## src/fbp2r_pkg.sv

```systemverilog
// Package for the framebuffer pixel converter: decode modes, payload struct and the 5-to-8 bit table.
`default_nettype none
package fbp2r_pkg;

    // Pixel size codes
    localparam logic [1:0] SIZE_8BPP  = 2'd1;
    localparam logic [1:0] SIZE_16BPP = 2'd2;
    localparam logic [1:0] SIZE_32BPP = 2'd3;

    // Pixel format codes
    localparam logic [2:0] FMT_RGBA = 3'd0;
    localparam logic [2:0] FMT_IA   = 3'd3;
    localparam logic [2:0] FMT_I    = 3'd4;

    // View codes
    localparam logic VIEW_COLOR    = 1'b0;
    localparam logic VIEW_COVERAGE = 1'b1;

    // Register indexes
    localparam logic [1:0] REG_SIZE   = 2'd0;
    localparam logic [1:0] REG_FORMAT = 2'd1;
    localparam logic [1:0] REG_VIEW   = 2'd2;

    // Reset values of the registers
    localparam logic [1:0] SIZE_RESET   = SIZE_16BPP;
    localparam logic [2:0] FORMAT_RESET = FMT_RGBA;
    localparam logic       VIEW_RESET   = VIEW_COLOR;

    localparam logic [31:0] FILL_WORD = 32'h3333_3333;
    localparam logic [7:0]  OPAQUE    = 8'hFF;

    // Decoded conversion for one pixel
    typedef enum logic [2:0] {
        MODE_RGBA32,
        MODE_RGBA16,
        MODE_IA16,
        MODE_I8,
        MODE_COV32,
        MODE_COV16,
        MODE_FILL
    } t_mode;

    // Per-channel bytes handed from the expand stage to the pack stage
    typedef struct packed {
        logic [7:0] alpha;
        logic [7:0] blue;
        logic [7:0] green;
        logic [7:0] red;
        logic [7:0] grey;
        logic [7:0] grey_alpha;
    } t_chan;

    // Select the conversion from the register settings
    function automatic t_mode decode_mode(input logic [1:0] size, input logic [2:0] fmt,
                                          input logic view);
        t_mode m;
        m = MODE_FILL;
        if (view == VIEW_COVERAGE) begin
            case (size)
                SIZE_32BPP: m = MODE_COV32;
                SIZE_16BPP: m = MODE_COV16;
                default:    m = MODE_FILL;
            endcase
        end else begin
            case (size)
                SIZE_32BPP: m = (fmt == FMT_RGBA) ? MODE_RGBA32 : MODE_FILL;
                SIZE_16BPP: begin
                    if (fmt == FMT_RGBA)
                        m = MODE_RGBA16;
                    else if (fmt == FMT_IA)
                        m = MODE_IA16;
                    else
                        m = MODE_FILL;
                end
                SIZE_8BPP:  m = (fmt >= FMT_I) ? MODE_I8 : MODE_FILL;
                default:    m = MODE_FILL;
            endcase
        end
        return m;
    endfunction

    // Expand a 5-bit channel to 8 bits as x*255/31, truncating
    function automatic logic [7:0] expand5(input logic [4:0] x);
        logic [7:0] y;
        case (x)
            5'd0:  y = 8'd0;    5'd1:  y = 8'd8;    5'd2:  y = 8'd16;   5'd3:  y = 8'd24;
            5'd4:  y = 8'd32;   5'd5:  y = 8'd41;   5'd6:  y = 8'd49;   5'd7:  y = 8'd57;
            5'd8:  y = 8'd65;   5'd9:  y = 8'd74;   5'd10: y = 8'd82;   5'd11: y = 8'd90;
            5'd12: y = 8'd98;   5'd13: y = 8'd106;  5'd14: y = 8'd115;  5'd15: y = 8'd123;
            5'd16: y = 8'd131;  5'd17: y = 8'd139;  5'd18: y = 8'd148;  5'd19: y = 8'd156;
            5'd20: y = 8'd164;  5'd21: y = 8'd172;  5'd22: y = 8'd180;  5'd23: y = 8'd189;
            5'd24: y = 8'd197;  5'd25: y = 8'd205;  5'd26: y = 8'd213;  5'd27: y = 8'd222;
            5'd28: y = 8'd230;  5'd29: y = 8'd238;  5'd30: y = 8'd246;  5'd31: y = 8'd255;
            default: y = 8'd0;
        endcase
        return y;
    endfunction

endpackage
`default_nettype wire

```

## src/framebuffer_pixel_to_rgba.sv

```systemverilog
// Top level of the framebuffer pixel converter: three-stage pixel to RGBA8 pipeline.
//
// Usage:
//   Input channel: i_valid / o_stall carry one raw pixel word (i_pixel_word, right
//   aligned) and its end-of-frame mark. Output channel: o_valid / i_stall carry
//   one RGBA8 word (red 7:0, green 15:8, blue 23:16, alpha 31:24) and frame_last.
//   A word moves at a clock edge with valid high and stall low.
//   Each word passes the stages in order (decode, channel expand, pack), each a
//   register, and o_valid rises once it reaches the pack stage. One pixel is
//   taken every cycle while o_stall is low; each stage holds one word.
//   When the receiver stalls, the output stage holds its word and earlier
//   stages keep filling until the pipe is full, then o_stall rises; nothing is
//   lost or repeated.
//   Registers (size, format, view) are written through i_cfg_wr_en, index and
//   data; the user must write them only while the pipe is empty, as the block
//   does not enforce it. Index 3 is ignored. Synchronous active-low reset empties
//   the pipe and loads size 16bpp, format RGBA and the color view.
`default_nettype none
module framebuffer_pixel_to_rgba (
    input  wire logic        i_clk,
    input  wire logic        i_rst_n,
    // configuration
    input  wire logic        i_cfg_wr_en,
    input  wire logic [1:0]  i_cfg_index,
    input  wire logic [2:0]  i_cfg_wr_data,
    // pixel input
    input  wire logic        i_valid,
    output logic             o_stall,
    input  wire logic [31:0] i_pixel_word,
    input  wire logic        i_end_of_frame,
    // RGBA output
    output logic             o_valid,
    input  wire logic        i_stall,
    output logic [31:0]      o_rgba_word,
    output logic             o_frame_last
);

    // Configuration registers
    logic [1:0] r_size;
    logic [2:0] r_format;
    logic       r_view;

    // Stage 1: decode
    logic              r_v1;
    fbp2r_pkg::t_mode  r_mode1;
    logic [31:0]       r_px1;
    logic              r_eof1;

    // Stage 2: channel bytes
    logic              r_v2;
    fbp2r_pkg::t_mode  r_mode2;
    logic [31:0]       r_px2;
    fbp2r_pkg::t_chan  r_chan2;
    logic              r_eof2;

    // Stage 3: output
    logic              r_v3;
    logic [31:0]       r_word3;
    logic              r_eof3;

    logic en1, en2, en3;
    fbp2r_pkg::t_chan n_chan2;
    logic [31:0]      n_word3;

    // Write the configuration registers
    always_ff @(posedge i_clk) begin
        if (!i_rst_n) begin
            r_size   <= fbp2r_pkg::SIZE_RESET;
            r_format <= fbp2r_pkg::FORMAT_RESET;
            r_view   <= fbp2r_pkg::VIEW_RESET;
        end else if (i_cfg_wr_en) begin
            case (i_cfg_index)
                fbp2r_pkg::REG_SIZE:   r_size   <= i_cfg_wr_data[1:0];
                fbp2r_pkg::REG_FORMAT: r_format <= i_cfg_wr_data;
                fbp2r_pkg::REG_VIEW:   r_view   <= i_cfg_wr_data[0];
                default: ;
            endcase
        end
    end

    // Advance each stage when the stage after it can take its word
    assign en3     = !r_v3 || !i_stall;
    assign en2     = !r_v2 || en3;
    assign en1     = !r_v1 || en2;
    assign o_stall = !en1;

    // Hold valid bits with their words
    always_ff @(posedge i_clk) begin
        if (!i_rst_n) begin
            r_v1 <= 1'b0;
            r_v2 <= 1'b0;
            r_v3 <= 1'b0;
        end else begin
            if (en1) r_v1 <= i_valid;
            if (en2) r_v2 <= r_v1;
            if (en3) r_v3 <= r_v2;
        end
    end

    // Stage 1: latch the pixel and decode the conversion
    always_ff @(posedge i_clk) begin
        if (en1) begin
            r_mode1 <= fbp2r_pkg::decode_mode(r_size, r_format, r_view);
            r_px1   <= i_pixel_word;
            r_eof1  <= i_end_of_frame;
        end
    end

    // Stage 2: expand channels and form grey values
    always_comb begin
        n_chan2.red   = fbp2r_pkg::expand5(r_px1[15:11]);
        n_chan2.green = fbp2r_pkg::expand5(r_px1[10:6]);
        n_chan2.blue  = fbp2r_pkg::expand5(r_px1[5:1]);
        n_chan2.alpha = fbp2r_pkg::OPAQUE;
        n_chan2.grey_alpha = fbp2r_pkg::OPAQUE;
        case (r_mode1)
            fbp2r_pkg::MODE_IA16: begin
                n_chan2.grey       = r_px1[15:8];
                n_chan2.grey_alpha = r_px1[7:0];
            end
            fbp2r_pkg::MODE_I8:    n_chan2.grey = r_px1[7:0];
            fbp2r_pkg::MODE_COV32: n_chan2.grey = ~r_px1[7:0];
            fbp2r_pkg::MODE_COV16: n_chan2.grey = r_px1[0] ? 8'h00 : 8'hFF;
            default:               n_chan2.grey = 8'h00;
        endcase
    end

    always_ff @(posedge i_clk) begin
        if (en2) begin
            r_mode2 <= r_mode1;
            r_px2   <= r_px1;
            r_chan2 <= n_chan2;
            r_eof2  <= r_eof1;
        end
    end

    // Stage 3: pack the output word
    always_comb begin
        case (r_mode2)
            fbp2r_pkg::MODE_RGBA32:
                n_word3 = {r_px2[7:0], r_px2[15:8], r_px2[23:16], r_px2[31:24]};
            fbp2r_pkg::MODE_RGBA16:
                n_word3 = {r_chan2.alpha, r_chan2.blue, r_chan2.green, r_chan2.red};
            fbp2r_pkg::MODE_IA16, fbp2r_pkg::MODE_I8,
            fbp2r_pkg::MODE_COV32, fbp2r_pkg::MODE_COV16:
                n_word3 = {r_chan2.grey_alpha, r_chan2.grey, r_chan2.grey, r_chan2.grey};
            default:
                n_word3 = fbp2r_pkg::FILL_WORD;
        endcase
    end

    always_ff @(posedge i_clk) begin
        if (en3) begin
            r_word3 <= n_word3;
            r_eof3  <= r_eof2;
        end
    end

    assign o_valid      = r_v3;
    assign o_rgba_word  = r_word3;
    assign o_frame_last = r_eof3;

endmodule
`default_nettype wire
```

## config.mk

```make
export PLATFORM = sky130hd
export DESIGN_NAME = framebuffer_pixel_to_rgba
export DESIGN_NICKNAME = d
export VERILOG_FILES = /design/src/fbp2r_pkg.sv /design/src/framebuffer_pixel_to_rgba.sv
export SDC_FILE = /design/constraint.sdc
export NUM_CORES = 1
export LEC_CHECK = 0
export BUFFER_PORTS_ARGS = -buffer_cell sky130_fd_sc_hd__buf_4
export CAP_MARGIN = 10
export CORE_MARGIN = 2
export CORE_UTILIZATION = 50
export CTS_CLUSTER_SIZE = 16
export DETAILED_ROUTE_END_ITERATION = 16
export HOLD_SLACK_MARGIN = 0.1
export PLACE_DENSITY = 0.79
export SYNTH_ARGS = -nofsm -noshare
export SYNTH_HDL_FRONTEND = slang
export SYNTH_SLANG_ARGS = --single-unit
export TNS_END_PERCENT = 10
```

## constraint.sdc

```tcl
create_clock -name i_clk -period 4.4 [get_ports i_clk]
set_clock_uncertainty 0.2 [all_clocks]
set_input_delay 0.88 -clock i_clk [delete_from_list [all_inputs] [get_ports i_clk]]
set_output_delay 0.88 -clock i_clk [all_outputs]
set_load 0.05 [all_outputs]
```

==> metrics.yaml <==
power_leakage_nw: 2.70
worst_r2r_endpoint: "o_rgba_word[18]"
post_drt_via_cell_ratio: 5.41
max_cap_violations: 0
synth-seq-cells: 139
gp_congestion: 0.875
totalPowerFinal_mw: 3.80
clk_pin_slew_ns: 0.06
gr-total-overflow: 0
rr_startpoint: "r_mode2[1]"
portBuffers: 77
status: "finished, final reports clean"
path_max_fanout: 3
pre_cts_slack_ns: 1.65
report.final.slew_viol_count: 0
synth_area_leaders: "edfxtp_1 (71%), mux2i_1 (5.7%), dfxtp_1 (3.3%)"
post_cts_buffers: 0
critPathKind: "input pin to primary output"
drtPass1Iterations: 5
tns_ns: 0
ys_types: 36
cts_made_buffers: 17
htreeDepth: 4
fill_cells: 779
cts_sinks: 139
syn-num-nets: 405
die-height_um: 109
hold_viol: 0
die-width_um: 109
cp.arrival_ns: 1.52
fmax_mhz: 385
relSlewSlack: 0.463
whs_ns: 0.212
ir_worst_vdd_mv: 0.259
grt_max_degree: 40
grt_pass1_vias: 3191
wl_per_cell_um: 16.4
place_area_um2: 6180
cp_data_required_time_ns: 3.32
stdcell_area_um2: 6800
r2r_cells: 3
finalNonFillerCells: 600
min_to: "r_px2[30]"
antenna_left: 0
final_core_util: 0.633
n_antenna_cell: 0
reg2reg_slack_ns: 2.30
syn_area_per_cell_um2: 15.1
grt_usage: 0.181
netlist_area_um2: 5480
fin_crit_sh: 0.591
rsz0062_at_grt: "no"
core_um2: 10700
insertion_delay_ns: 0.52
cts_hold_buf: 0
startpoint_type: "input pin"
grt_antenna_before_repair: 0
seq_area_frac_synth: 0.745
yosysWarnings: 0
cts_tree: "done"
totalWireLength_um: 9810
top_level_ports: 78
area_growth_pct: 24.1
cts_resized: 0
drt_iter0_markers: 365
start_util: 0.510
die-area_um2: 11800
root_buffer: "clkbuf_8"
hold_class: "flip-flop to flip-flop"
synth_flop_cell: "edfxtp_1"
timing.final.crit_period_ns: 2.60
hp-start: "r_px1[30]"
remaining_drc_errors: 0
synth_edf_count: 130
synth.most_common_cell: "edfxtp_1"
synth.top_cell.area_share: 0.712
setup_violations: 0
yosys.area.top_type: "edfxtp_1"
row_count: 38
clock_path_buffers: 2
tightest_slew_ns: 0.803
power_density_nw_per_um2: 558
layout_setup_ws_ns: 1.80
synthTopCellsByCount: "edfxtp_1 (130), o21ai_0 (32), mux2i_1 (31), nand2_1 (21), a21oi_1 (16)"
synth_cells: 362
grt_pass1_wl_um: 15800
drive_gt1_frac: 0.246
async_reset_ff_frac: 0
holdPathStages: 0
placed_cells: 568
fin_nets: 490
num_vias: 3243
endpoint_kind: "primary output"
post-dp-hpwl_um: 6500
==> cell type report <==
| cell class | instances | area [um^2] | share of cell area |
|---|---|---|---|
| timing repair buffer | 81 | 608 | 0.0894 |
| inverter | 12 | 45.0 | 0.00662 |
| multi-input combinational | 196 | 1270 | 0.187 |
| clock inverter | 14 | 201 | 0.0296 |
| clock buffer | 18 | 418 | 0.0615 |
| sequential | 139 | 4080 | 0.601 |
| tap | 140 | 175 | 0.0258 |
==> state kept, by name (all words and copies together) (netlist names) <==
register / cells
o_frame_last: 1
o_rgba_word: 32
o_valid: 1
r_chan2: 25
r_eof1: 1
r_eof2: 1
r_format: 3
r_mode1: 3
r_mode2: 3
r_px1: 32
r_px2: 32
r_size: 2
r_v1: 1
r_v2: 1
r_view: 1
==> layer usage <==
layer	GRT usage	wire length [um]	part of all wire	vias to the layer above
li1	-	-	-	1573
met1	0.231	4120	0.42	1551
met2	0.289	5030	0.51	109
met3	0.0604	522	0.053	10
met4	0.0705	138	0.014	0
met5	0	0	0	-
==> critical path: stages <==
cell,delay (ns)
buf_4,0.09
and3_1,0.20
nand2_1,0.09
inv_1,0.07
buf_4,0.19
==> logic make-up after synthesis <==
kind of cell / Yosys count / synth area share
AO/OA/AOI/OAI: 92 / 0.102
buffers and inverters: 27 / 0.0233
flip-flops: 139 / 0.745
multiplexers: 31 / 0.0566
AND/OR/NAND/NOR: 73 / 0.0726
==> layout by cell type, fill, tap and decap left out, types with 2 or more instances in the layout <==
cell | synthesis | routed
nor2b_1 | 15 | 15
a21oi_1 | 16 | 16
inv_1 | 12 | 11
a31oi_1 | 8 | 8
nor3_1 | 4 | 4
a21o_1 | 2 | 2
edfxtp_1 | 130 | 130
or2b_1 | 2 | 2
a221oi_1 | 8 | 8
nand3b_1 | 3 | 3
clkbuf_16 | 0 | 16
o21ai_0 | 32 | 32
clkinv_1 | 0 | 2
bufinv_16 | 0 | 5
nand2_1 | 21 | 21
a211oi_1 | 2 | 2
or3_1 | 8 | 8
nor2_1 | 6 | 6
clkinvlp_4 | 0 | 2
nand2b_1 | 8 | 8
dfxtp_1 | 9 | 9
buf_4 | 4 | 81
clkinv_2 | 0 | 4
o21a_1 | 2 | 2
mux2i_1 | 31 | 31
o22ai_1 | 13 | 13
a2bb2oi_1 | 4 | 4
==> where the power goes <==
group,switching (mW),total (mW),internal [mW]
logic,0.420,0.628,0.208
clock network,0.496,1.46,0.968
registers,0.0859,1.70,1.62
==> worst max path at each step <==
stage	from	cells after the start	endpoint	slack, ns
global route	i_stall	5	o_stall	1.71
CTS	i_stall	5	o_stall	1.80
detailed placement	i_stall	4	r_chan2[14]	1.65
finish	i_stall	5	o_stall	1.80
global placement	i_stall	4	r_chan2[14]	1.70
floorplan	i_stall	3	o_stall	0.97
No activity file was read; power rests on OpenSTA's default activity.
